## config.mk

```make
export PLATFORM = sky130hd
export DESIGN_NAME = websocket_frame_deframer
export DESIGN_NICKNAME = d
export VERILOG_FILES = /design/src/hdl/wsd_pkg.sv /design/src/hdl/websocket_frame_deframer.sv /design/src/hdl/wsd_in_reg.sv /design/src/hdl/wsd_parser.sv /design/src/hdl/wsd_out_reg.sv
export SDC_FILE = /design/constraint.sdc
export NUM_CORES = 1
export LEC_CHECK = 0
export BUFFER_PORTS_ARGS = -buffer_cell sky130_fd_sc_hd__buf_2
export CAP_MARGIN = 20
export CORE_MARGIN = 1
export CORE_UTILIZATION = 65
export DETAILED_ROUTE_END_ITERATION = 16
export GPL_TIMING_DRIVEN = 0
export PLACE_DENSITY = 0.85
export SYNTH_ARGS = -nofsm -noshare
export SYNTH_HDL_FRONTEND = slang
export SYNTH_SLANG_ARGS = --single-unit
```

## constraint.sdc

```tcl
create_clock -name clk -period 18.85 [get_ports clk]
set_input_delay 0.9425 -clock clk [delete_from_list [all_inputs] [get_ports clk]]
set_output_delay 0.9425 -clock clk [all_outputs]
set_load 0.005 [all_outputs]
```

## src/hdl/wsd_pkg.sv

```systemverilog
`timescale 1ns / 1ps
// ----------------------------------------------------------------------------
// wsd_pkg: shared types and constants of the frame deframer
// Parser phases, result kinds, header length codes and the result record.
// ----------------------------------------------------------------------------
package wsd_pkg;

  typedef enum logic [2:0] {
    PH_FIRST  = 3'd0,
    PH_SECOND = 3'd1,
    PH_LEN16  = 3'd2,
    PH_LEN64  = 3'd3,
    PH_KEY    = 3'd4,
    PH_DATA   = 3'd5
  } phase_t;

  localparam logic KIND_HEADER = 1'b0;
  localparam logic KIND_DATA   = 1'b1;

  localparam logic [6:0] LEN_CODE_EXT16 = 7'd126;
  localparam logic [2:0] LEN16_BYTES    = 3'd2;
  localparam logic [2:0] LEN64_LAST_CNT = 3'd7;
  localparam logic [2:0] KEY_BYTES      = 3'd4;

  typedef struct packed {
    logic        result_kind;
    logic        fin;
    logic [3:0]  opcode;
    logic        masked;
    logic [63:0] payload_length;
    logic [7:0]  data_byte;
    logic        last;
  } result_t;

endpackage

```

## src/hdl/websocket_frame_deframer.sv

```systemverilog
`timescale 1ns / 1ps
// Path: an accepted byte waits in the input register, is parsed and loaded into
//   the result register once that register is free, and is taken from there.
// Throughput: one byte per cycle while the result side takes requests; a held
//   result holds every byte, header bytes too, in the input register.
// Reset: synchronous, active low; clears parser phase, byte counter, key index and the
//   valid bits of both registers. Header bytes other than the last give no result.
// ----------------------------------------------------------------------------
// websocket_frame_deframer: byte-stream frame deframer, top level
// Input register, header parser with unmasking, and result register.
// ----------------------------------------------------------------------------
module websocket_frame_deframer
  import wsd_pkg::*;
(
  input  logic        clk,
  input  logic        rst_n,
  input  logic        in_valid,
  output logic        in_stall,
  input  logic [7:0]  in_rx_byte,
  output logic        out_valid,
  input  logic        out_stall,
  output logic        out_result_kind,
  output logic        out_fin,
  output logic [3:0]  out_opcode,
  output logic        out_masked,
  output logic [63:0] out_payload_length,
  output logic [7:0]  out_data_byte,
  output logic        out_last
);

  logic       byte_vld;
  logic [7:0] byte_q;
  logic       advance;
  logic       out_free;
  logic       res_vld;
  result_t    res;
  result_t    out_res;

  assign advance = byte_vld & out_free;

  wsd_in_reg u_in_reg (
    .clk        (clk),
    .rst_n      (rst_n),
    .in_valid   (in_valid),
    .in_stall   (in_stall),
    .in_rx_byte (in_rx_byte),
    .advance    (advance),
    .byte_vld   (byte_vld),
    .byte_q     (byte_q)
  );

  wsd_parser u_parser (
    .clk     (clk),
    .rst_n   (rst_n),
    .fire    (advance),
    .rx_byte (byte_q),
    .res_vld (res_vld),
    .res     (res)
  );

  wsd_out_reg u_out_reg (
    .clk       (clk),
    .rst_n     (rst_n),
    .load      (advance & res_vld),
    .res       (res),
    .out_stall (out_stall),
    .out_free  (out_free),
    .out_vld   (out_valid),
    .out_res   (out_res)
  );

  assign out_result_kind    = out_res.result_kind;
  assign out_fin            = out_res.fin;
  assign out_opcode         = out_res.opcode;
  assign out_masked         = out_res.masked;
  assign out_payload_length = out_res.payload_length;
  assign out_data_byte      = out_res.data_byte;
  assign out_last           = out_res.last;

  a_stall_needs_byte: assert property (@(posedge clk) disable iff (!rst_n)
    in_stall |-> byte_vld)
    else $error("input stalled with empty input register");

  a_empty_hdr_last: assert property (@(posedge clk) disable iff (!rst_n)
    (out_valid && out_result_kind == KIND_HEADER && out_last)
      |-> (out_payload_length == 64'd0))
    else $error("header marked last with nonzero length");

  a_data_len: assert property (@(posedge clk) disable iff (!rst_n)
    (out_valid && out_result_kind == KIND_DATA) |-> (out_payload_length != 64'd0))
    else $error("payload byte from a zero-length frame");

  a_hdr_data_zero: assert property (@(posedge clk) disable iff (!rst_n)
    (advance && res_vld && res.result_kind == KIND_HEADER)
      |=> (out_valid && out_data_byte == 8'd0))
    else $error("header result lost or carries data");

endmodule

```

## src/hdl/wsd_in_reg.sv

```systemverilog
`timescale 1ns / 1ps
// ----------------------------------------------------------------------------
// wsd_in_reg: input byte register
// Holds one received byte until the parser takes it.
// ----------------------------------------------------------------------------
module wsd_in_reg
  import wsd_pkg::*;
(
  input  logic       clk,
  input  logic       rst_n,
  input  logic       in_valid,
  output logic       in_stall,
  input  logic [7:0] in_rx_byte,
  input  logic       advance,
  output logic       byte_vld,
  output logic [7:0] byte_q
);

  logic       vld_r;
  logic       vld_nxt;
  logic [7:0] byte_r;

  assign in_stall = vld_r & ~advance;
  assign byte_vld = vld_r;
  assign byte_q   = byte_r;

  always_comb begin
    vld_nxt = vld_r;
    if (in_valid && !in_stall) begin
      vld_nxt = 1'b1;
    end else if (advance) begin
      vld_nxt = 1'b0;
    end
  end

  always_ff @(posedge clk) begin
    if (!rst_n) begin
      vld_r <= 1'b0;
    end else begin
      vld_r <= vld_nxt;
    end
  end

  always_ff @(posedge clk) begin
    if (in_valid && !in_stall) begin
      byte_r <= in_rx_byte;
    end
  end

endmodule

```

## src/hdl/wsd_parser.sv

```systemverilog
`timescale 1ns / 1ps
// ----------------------------------------------------------------------------
// wsd_parser: frame header parser and payload unmasker
// Steps the header phase machine on each accepted byte, forms the header request and
// unmasks payload bytes with the rotating 4-byte key.
// ----------------------------------------------------------------------------
module wsd_parser
  import wsd_pkg::*;
(
  input  logic       clk,
  input  logic       rst_n,
  input  logic       fire,
  input  logic [7:0] rx_byte,
  output logic       res_vld,
  output result_t    res
);

  phase_t      phase_r, phase_nxt;
  logic [2:0]  cnt_r, cnt_nxt;
  logic        fin_r, fin_nxt;
  logic [3:0]  op_r, op_nxt;
  logic        mask_r, mask_nxt;
  logic [63:0] len_r, len_nxt;
  logic [31:0] key_r, key_nxt;
  logic [63:0] rem_r, rem_nxt;
  logic [1:0]  idx_r, idx_nxt;

  logic [2:0]  cnt_inc;
  logic [6:0]  small_len;
  logic        hdr_done;
  logic        len_done;
  logic [1:0]  key_sel;
  logic [7:0]  key_byte;
  logic        data_last;

  assign cnt_inc   = cnt_r + 3'd1;
  assign small_len = rx_byte[6:0];
  assign key_sel   = 2'd3 - idx_r;
  assign key_byte  = key_r[{key_sel, 3'b000} +: 8];
  assign data_last = (rem_r == 64'd1);

  always_comb begin
    phase_nxt = phase_r;
    cnt_nxt   = cnt_r;
    fin_nxt   = fin_r;
    op_nxt    = op_r;
    mask_nxt  = mask_r;
    len_nxt   = len_r;
    key_nxt   = key_r;
    rem_nxt   = rem_r;
    idx_nxt   = idx_r;
    hdr_done  = 1'b0;
    len_done  = 1'b0;
    res_vld   = 1'b0;
    res       = '0;

    unique case (phase_r)
      PH_SECOND: begin
        mask_nxt = rx_byte[7];
        cnt_nxt  = 3'd0;
        if (small_len < LEN_CODE_EXT16) begin
          len_nxt  = {57'd0, small_len};
          len_done = 1'b1;
        end else begin
          len_nxt   = 64'd0;
          phase_nxt = (small_len == LEN_CODE_EXT16) ? PH_LEN16 : PH_LEN64;
        end
      end
      PH_LEN16: begin
        len_nxt = {len_r[55:0], rx_byte};
        cnt_nxt = cnt_inc;
        if (cnt_inc == LEN16_BYTES) begin
          len_done = 1'b1;
        end
      end
      PH_LEN64: begin
        len_nxt = {len_r[55:0], rx_byte};
        cnt_nxt = cnt_inc;
        if (cnt_r == LEN64_LAST_CNT) begin
          len_done = 1'b1;
        end
      end
      PH_KEY: begin
        key_nxt = {key_r[23:0], rx_byte};
        cnt_nxt = cnt_inc;
        if (cnt_inc == KEY_BYTES) begin
          hdr_done = 1'b1;
        end
      end
      PH_DATA: begin
        res_vld            = 1'b1;
        res.result_kind    = KIND_DATA;
        res.fin            = fin_r;
        res.opcode         = op_r;
        res.masked         = mask_r;
        res.payload_length = len_r;
        res.data_byte      = mask_r ? (rx_byte ^ key_byte) : rx_byte;
        res.last           = data_last;
        rem_nxt            = rem_r - 64'd1;
        idx_nxt            = idx_r + 2'd1;
        if (data_last) begin
          phase_nxt = PH_FIRST;
        end
      end
      default: begin
        fin_nxt   = rx_byte[7];
        op_nxt    = rx_byte[3:0];
        cnt_nxt   = 3'd0;
        phase_nxt = PH_SECOND;
      end
    endcase

    if (len_done) begin
      cnt_nxt = 3'd0;
      if (mask_nxt) begin
        phase_nxt = PH_KEY;
      end else begin
        hdr_done = 1'b1;
      end
    end

    if (hdr_done) begin
      res_vld            = 1'b1;
      res.result_kind    = KIND_HEADER;
      res.fin            = fin_nxt;
      res.opcode         = op_nxt;
      res.masked         = mask_nxt;
      res.payload_length = len_nxt;
      res.data_byte      = 8'd0;
      res.last           = (len_nxt == 64'd0);
      cnt_nxt            = 3'd0;
      idx_nxt            = 2'd0;
      rem_nxt            = len_nxt;
      phase_nxt          = (len_nxt == 64'd0) ? PH_FIRST : PH_DATA;
    end
  end

  always_ff @(posedge clk) begin
    if (!rst_n) begin
      phase_r <= PH_FIRST;
      cnt_r   <= 3'd0;
      idx_r   <= 2'd0;
      fin_r   <= 1'b0;
      op_r    <= 4'd0;
      mask_r  <= 1'b0;
    end else if (fire) begin
      phase_r <= phase_nxt;
      cnt_r   <= cnt_nxt;
      idx_r   <= idx_nxt;
      fin_r   <= fin_nxt;
      op_r    <= op_nxt;
      mask_r  <= mask_nxt;
    end
  end

  always_ff @(posedge clk) begin
    if (fire) begin
      len_r <= len_nxt;
      key_r <= key_nxt;
      rem_r <= rem_nxt;
    end
  end

endmodule

```

## src/hdl/wsd_out_reg.sv

```systemverilog
`timescale 1ns / 1ps
// ----------------------------------------------------------------------------
// wsd_out_reg: result register
// Holds one result request until the receiver takes it.
// ----------------------------------------------------------------------------
module wsd_out_reg
  import wsd_pkg::*;
(
  input  logic    clk,
  input  logic    rst_n,
  input  logic    load,
  input  result_t res,
  input  logic    out_stall,
  output logic    out_free,
  output logic    out_vld,
  output result_t out_res
);

  logic    vld_r;
  logic    vld_nxt;
  result_t res_r;

  assign out_free = ~vld_r | ~out_stall;
  assign out_vld  = vld_r;
  assign out_res  = res_r;

  always_comb begin
    vld_nxt = vld_r;
    if (load) begin
      vld_nxt = 1'b1;
    end else if (vld_r && !out_stall) begin
      vld_nxt = 1'b0;
    end
  end

  always_ff @(posedge clk) begin
    if (!rst_n) begin
      vld_r <= 1'b0;
    end else begin
      vld_r <= vld_nxt;
    end
  end

  always_ff @(posedge clk) begin
    if (load) begin
      res_r <= res;
    end
  end

endmodule

```

==> flow_metrics.py, run 1 <==
metrics = {
    "status": {
        "status": "finished, final reports clean",
    },
    "logic_synthesis": {
        "synth_nets": 1054,
        "yosys_warnings": 0,
        "ys_seq_area_share_pct": 63.2,
        "synth_edf_count": 248,
        "syn_avg_cell_area_sq_um": 11.9,
        "syn_inst": 1036,
        "ys.flop_type": "edfxtp_1",
        "synth_area_sq_mm": 0.0123,
        "synth.distinct_cells": 61,
        "synthArstFlopShare_pct": 0,
        "synth-seq-cells": 264,
    },
    "pwr": {
        "p_leak_nw": 4.85,
        "peakVddDrop_uv": 91.8,
        "p_per_area_mw_per_mm2": 127,
    },
    "clock_tree": {
        "clk_pin_slew_ns": 0.06,
        "cts_tree": "yes",
        "cts_max_level": 1,
        "post-cts-setup-buffers": 0,
        "cts_made_buffers": 27,
        "clk_latency_ns": 0.54,
        "numClockSinks": 264,
        "clock_tree.root_cell": "clkbuf_16",
        "hold_buffers": 0,
        "cts_resized": 0,
        "clk_path_buf_depth": 3,
    },
    "timing": {
        "max_slew_margin_pct": 36.5,
        "fin_tns_setup_ns": 0,
        "slew_viol_final": 0,
        "max_freq_mhz": 235,
        "rsz0062_at_grt": "false",
        "setup_viol": 0,
        "finClkSkew_ns": 0.0233,
        "hold_viol_final": 0,
        "tightestPinTransition_ns": 0.944,
        "min_period_ns": 4.25,
        "finalCritPeriodShare_pct": 22.5,
    },
    "worst_hold_path": {
        "hold_depth": 0,
        "hold_path_class": "reg -> reg",
    },
    "global_route": {
        "grt_max_degree": 40,
        "grt_pass1_vias": 8875,
        "grt_pass1_wl_mm": 50.4,
        "grt-ovfl-total": 0,
        "grt_use_total_pct": 34.2,
        "use_met2_pct": 54.5,
        "antenna_found_initial": 0,
        "gr-usage-met1_pct": 46.5,
        "busiest_layer": "met2",
        "grt_use_met3_pct": 7.36,
    },
    "placed_design": {
        "hpwl_mm": 23.6,
        "place_congestion": 0.998,
        "numPortBuffers": 93,
        "place_inst": 1366,
    },
    "final_layout": {
        "fin_nets": 1184,
        "syn_to_final_growth_pct": 13.8,
        "fin_cells": 1411,
        "layout-drive-gt1-share_pct": 13.9,
        "n_antenna_cell": 0,
        "final_util_pct": 76.5,
    },
    "setup_path": {
        "worst_path_most_repeated_cell": "clkbuf_1",
        "rr_worst_depth": 8,
        "required_ns": 19.06,
        "crit_family": "buffers and inverters",
        "cp_cell_sequence": "nand4_1 -> o221ai_1 -> a21oi_1 -> a22oi_1 -> clkbuf_1 -> clkbuf_1 -> clkbuf_1 -> o22ai_1",
        "slowest_delay_ns": 0.65,
        "path_buf_inv": 3,
        "critPathKind": "reg -> reg",
        "worst_path_max_delay_cell": "clkbuf_1",
        "crit_path_max_fanout": 10,
        "critPathLaunchType": "flip-flop",
        "crit_cells": 8,
        "cp.arrival_ns": 4.46,
        "critPathCaptureType": "flip-flop",
    },
    "route": {
        "drc": 0,
        "dr.pass1.iters": 6,
        "drtIter0Drc": 1274,
        "ant_nets": 0,
        "via_per_inst": 6.63,
        "wl_per_cell_microns": 23.3,
        "wirelength_mm": 32.9,
        "vias": 9355,
    },
    "die": {
        "die_h_microns": 139,
        "core.rowCount": 49,
        "start_util_pct": 67.2,
        "chipWidth_microns": 139,
        "pin_count": 94,
        "core_area_sq_mm": 0.0183,
        "die-area_sq_mm": 0.0195,
    },
    "flow_run": {
        "max_cap_viol_count": 0,
    },
}
## stage by stage
step | total power, mW | area, sq um | setup WS, ns | hold WS, ns
detailed placement | 1.28 | 13200 | 14.90 | 0.429
global route | 1.83 | 14000 | 14.52 | 0.453
floorplan | 1.11 | 12300 | 9.29 | 0.421
global placement | 1.27 | 13000 | 5.94 | 0.425
finish | 1.77 | 14000 | 14.60 | 0.441
CTS | 1.76 | 14000 | 14.87 | 0.440
## worst paths after layout
kind,start,to,slack (ns)
max,u_in_reg.byte_q[4],u_out_reg.out_res[40],14.60
min,u_parser.key_r[10],u_parser.key_r[18],0.44
max reg2reg,u_in_reg.byte_q[4],u_out_reg.out_res[40],14.60
min reg2reg,u_parser.key_r[10],u_parser.key_r[18],0.44
## cells in the mapped netlist, types with 3 or more instances
cell	n	area, sq um
a21oi_1	57	285
a22o_1	27	236
a22oi_1	52	390
a31oi_1	13	81.3
and2_1	9	56.3
buf_1	13	48.8
clkbuf_1	44	165
dfxtp_1	16	320
edfxtp_1	248	7450
ha_1	6	75.1
inv_1	60	225
mux2i_1	6	60.1
mux4_2	8	180
nand2_1	82	308
nand2b_1	3	18.8
nand3_1	11	55.1
nand4_1	4	25.0
nand4b_1	4	35.0
nor2_1	102	383
nor2b_1	8	50.1
nor3_1	33	165
nor4_1	20	125
o21ai_0	63	315
o31ai_1	4	30.0
or2_2	3	18.8
or3_1	16	100
or4_1	19	143
or4_4	5	56.3
xnor2_1	35	307
xor2_1	25	219
## worst reg2reg max path, cell delays in order, from the launching register on
cell and delay, ns:
edfxtp_1 0.57, nand4_1 0.25, o221ai_1 0.29, a21oi_1 0.22, a22oi_1 0.52, clkbuf_1 0.64
clkbuf_1 0.65, clkbuf_1 0.57, o22ai_1 0.24
## cell usage in the layout, fill, tap and decap left out, drive strengths merged, types with 3 or more instances in the layout
| cell | instances |
|---|---|
| edfxtp | 248 |
| buf | 117 |
| nor2 | 102 |
| nand2 | 82 |
| clkbuf | 73 |
| o21ai | 63 |
| inv | 60 |
| a21oi | 58 |
| a22oi | 52 |
| xnor2 | 35 |
| nor3 | 33 |
| a22o | 27 |
| xor2 | 25 |
| or4 | 24 |
| nor4 | 23 |
| or3 | 16 |
| dfxtp | 16 |
| a31oi | 13 |
| clkinv | 13 |
| nand3 | 11 |
| and2 | 9 |
| nor2b | 8 |
| mux4 | 8 |
| mux2i | 6 |
| ha | 6 |
| nand4 | 4 |
| nand4b | 4 |
| o31ai | 4 |
| nand2b | 3 |
| or2 | 3 |
| clkinvlp | 3 |
## per-layer routing
metal | vias up | wire (microns)
li1 | 4130 | -
met2 | 672 | 15200
met1 | 4444 | 12500
met3 | 109 | 3940
met4 | 0 | 1350
met5 | - | 0
## cell type report
cell class                 count  area, sq um
buffer                        60          231
tap                          229          287
fill                        1150         4290
sequential                   264         7770
clock inverter                16          101
timing repair buffer         101          612
clock buffer                  29          683
multi-input combinational    651         4070
inverter                      61          230
## flip-flops by register name (all words and copies together), names as in the netlist
| name | flops |
|---|---|
| u_parser.idx_r | 2 |
| u_parser.rem_r | 64 |
| u_parser.mask_r | 1 |
| u_parser.op_r | 4 |
| u_out_reg.out_vld | 1 |
| u_parser.fin_r | 1 |
| u_in_reg.byte_vld | 1 |
| u_parser.phase_r | 3 |
| u_parser.cnt_r | 3 |
| u_parser.len_r | 64 |
| u_in_reg.byte_q | 8 |
| u_out_reg.out_res | 80 |
| u_parser.key_r | 32 |
## report_power, final
| part | switching (mW) | total (mW) | internal, mW |
|---|---|---|---|
| clock | 0.211 | 0.483 | 0.272 |
| sequential | 0.0554 | 0.821 | 0.766 |
| combinational | 0.323 | 0.467 | 0.144 |
| total | 0.589 | 1.77 | 1.18 |
## kinds of logic after synthesis
group	after synthesis	synth area share, %
compound gates	240	12.6
xor+xnor	60	4.28
fa+ha+maj	6	0.611
buf+inv	121	3.75
flops	264	63.2
mux	14	1.96
simple gates	331	13.6
No activity file was read; power rests on OpenSTA's default activity.
==> inputs of run 2 (changes only) <==
- ABC_AREA: not set -> 1
- CORE_UTILIZATION: 65 -> 61
- PLACE_DENSITY: 0.85 -> 0.81
- clock period: 18.85 -> 4 ns (I/O delays scaled with it)
==> run 2 against run 1 <==
Flip-flop and latch count did not move; combinational power rose by 23%; count of clock-buffer cells in the layout rose by 5; critical path type unchanged; critical endpoint is now u_out_reg.out_res[63]; largest cell class unchanged.
==> flow_metrics.py, run 2 <==
metrics = {
    "timing": {
        "finalCritPeriodShare_pct": 70.5,
        "setup_viol": 0,
        "tightestPinTransition_ns": 0.761,
        "max_freq_mhz": 355,
        "worst_slack_ns": 1.18,
        "hold_viol_final": 0,
        "min_period_ns": 2.82,
        "finClkSkew_ns": 0.0225,
        "rsz0062_at_grt": "false",
        "slew_viol_final": 0,
        "max_slew_margin_pct": 49.1,
        "fin_tns_setup_ns": 0,
    },
    "clock_tree": {
        "clk_latency_ns": 0.56,
        "clock_tree.root_cell": "clkbuf_16",
        "cts_max_level": 1,
        "cts_resized": 0,
        "clk_pin_slew_ns": 0.06,
        "numClockSinks": 264,
        "clk_path_buf_depth": 3,
        "cts_made_buffers": 28,
        "cts_tree": "yes",
    },
    "logic_synthesis": {
        "ys.flop_type": "edfxtp_1",
        "yosys.area.top_type_share_pct": 57.9,
        "synth.distinct_cells": 44,
        "yosysMostFrequentCell": "nand2_1",
        "yosysTopAreaCell": "edfxtp_1",
        "synth_common_cells": "nand2_1 (507), edfxtp_1 (248), nor2_1 (188), o21ai_0 (94), inv_1 (93)",
        "ys_seq_area_share_pct": 60.4,
        "syn_avg_cell_area_sq_um": 9.17,
        "synth_area_sq_mm": 0.0129,
        "yosys-top-cells-area": "edfxtp_1 (58%), nand2_1 (15%), nor2_1 (5.5%), o21ai_0 (3.7%), inv_1 (2.7%)",
        "synth-seq-cells": 264,
        "synthArstFlopShare_pct": 0,
        "syn_inst": 1404,
        "yosys_warnings": 0,
        "synth_edf_count": 248,
        "synth_nets": 1422,
    },
    "final_layout": {
        "syn_to_final_growth_pct": 16.2,
        "fin_nets": 1564,
        "layout-drive-gt1-share_pct": 13.1,
        "final_area_sq_mm": 0.0150,
        "n_antenna_cell": 0,
        "final_cell_mix": "nand2_1 (506), edfxtp_1 (248), nor2_1 (187), buf_2 (112), o21ai_0 (94)",
        "layout_commonest_cell": "nand2_1",
        "final_util_pct": 73.2,
        "largest_register_ffs": 80,
        "fillerInstances": 1488,
    },
    "status": {
        "status": "finished, final reports clean",
    },
    "placed_design": {
        "hpwl_mm": 26.1,
        "place_congestion": 0.990,
        "placed_area_sq_mm": 0.0139,
        "numPortBuffers": 93,
        "dpl_worst_slack_ns": 1.31,
    },
    "die": {
        "die_h_microns": 147,
        "pin_count": 94,
        "core.rowCount": 52,
        "die-area_sq_mm": 0.0217,
        "start_util_pct": 63.0,
        "core_area_sq_mm": 0.0204,
        "chipWidth_microns": 147,
    },
    "setup_path": {
        "crit_cells": 10,
        "critPathLaunchType": "flip-flop",
        "critPathCaptureType": "flip-flop",
        "rr_worst_depth": 10,
        "path_buf_inv": 2,
        "required_ns": 4.31,
        "crit_path_max_fanout": 10,
        "cp_cell_sequence": "nand2_1 -> nor2_1 -> nand2_1 -> nand2_1 -> nand3_2 -> nand2_2 -> inv_2 -> buf_2 -> nand2_1 -> o21ai_0",
        "worst_path_max_delay_cell": "edfxtp_1",
        "critPathKind": "reg -> reg",
        "crit_family": "simple AND/OR/NAND/NOR gates",
        "slowest_delay_ns": 0.53,
        "worst_path_most_repeated_cell": "nand2_1",
        "cp.arrival_ns": 3.13,
    },
    "pwr": {
        "peakVddDrop_uv": 363,
        "switching_share_pct": 23.7,
        "p_int_mw": 4.99,
        "p_switching_mw": 1.55,
        "power_mw": 6.54,
        "pwr-share-comb_pct": 8.8,
        "p_per_area_mw_per_mm2": 437,
        "p_leak_nw": 6.03,
        "seq_power_share_pct": 49.1,
        "clkPwrFrac_pct": 42.1,
    },
    "global_route": {
        "busiest_layer": "met2",
        "use_met2_pct": 53.8,
        "antenna_found_initial": 0,
        "gr-usage-met1_pct": 45.0,
        "grt_max_degree": 33,
        "grt_pass1_vias": 10200,
        "grt_use_total_pct": 33.3,
        "grt_use_met3_pct": 6.37,
        "grt_pass1_wl_mm": 54.8,
        "grt-ovfl-total": 0,
    },
    "route": {
        "drtIter0Drc": 1518,
        "drc": 0,
        "ant_nets": 0,
        "dr.pass1.iters": 6,
        "vias": 10800,
        "wl_per_cell_microns": 19.6,
        "wirelength_mm": 36.0,
        "via_per_inst": 5.86,
    },
    "worst_hold_path": {
        "hold_depth": 2,
        "hold_path_class": "in -> reg",
    },
    "flow_run": {
        "max_cap_viol_count": 0,
    },
}
-- run 2: layer usage --
metal / vias up / wire, microns / part of all wire (%)
li1: 4947 / - / -
met1: 4992 / 13600 / 38
met2: 696 / 16500 / 46
met3: 140 / 4260 / 12
met4: 0 / 1580 / 4.4
met5: - / 0 / 0
-- run 2: through the flow --
| stage | instances | hold WS [ns] |
|---|---|---|
| 2_1_floorplan | 1404 | 0.299 |
| 3_3_place_gp | 1767 | 0.376 |
| 3_5_place_dp | 1775 | 0.378 |
| 4_1_cts | 1838 | 0.342 |
| 5_1_grt | 1838 | 0.361 |
| 6_report | 1838 | 0.355 |
-- run 2: repair_timing --
action / in CTS / in global routing
buffers inserted: 0 / 0
hold buffers: 11 / 0
endpoints found under the hold margin: 16 / 0
-- run 2: power by group through the flow --
stage | Clock, mW | Combinational, mW | Sequential (mW)
final | 2.75 | 0.573 | 3.21
after global routing | 2.85 | 0.620 | 3.22
after CTS | 2.76 | 0.556 | 3.21
after detailed placement | 0 | 0.540 | 3.26
after global placement | 0 | 0.508 | 3.27
after floorplan | 0 | 0.341 | 3.25
-- run 2: final timing paths --
path                                         start                     to  slack (ns)
worst max-delay path            u_in_reg.byte_q[1]  u_out_reg.out_res[63]        1.18
worst min-delay path                 in_rx_byte[3]     u_in_reg.byte_q[3]        0.36
worst max register to register  u_in_reg.byte_q[1]  u_out_reg.out_res[63]        1.18
worst min register to register   u_parser.key_r[9]     u_parser.key_r[17]        0.45
-- run 2: layout make-up --
type	count	area (sq um)	share of cell area (%)
tap	270	338	2.26
sequential	264	7770	51.9
multi-input combinational	997	4530	30.3
timing repair buffer	112	743	4.97
clock buffer	34	723	4.83
buffer	42	224	1.50
inverter	101	382	2.55
clock inverter	18	253	1.69
-- run 2: cells by family (layout without fill, tap and decap cells) --
family | after synthesis | after routing | synth area share, %
xor+xnor | 49 | 49 | 3.33
buf+inv | 143 | 307 | 4.69
compound gates | 147 | 147 | 6.24
fa+ha+maj | 6 | 6 | 0.583
simple gates | 795 | 795 | 24.8
flops | 264 | 264 | 60.4
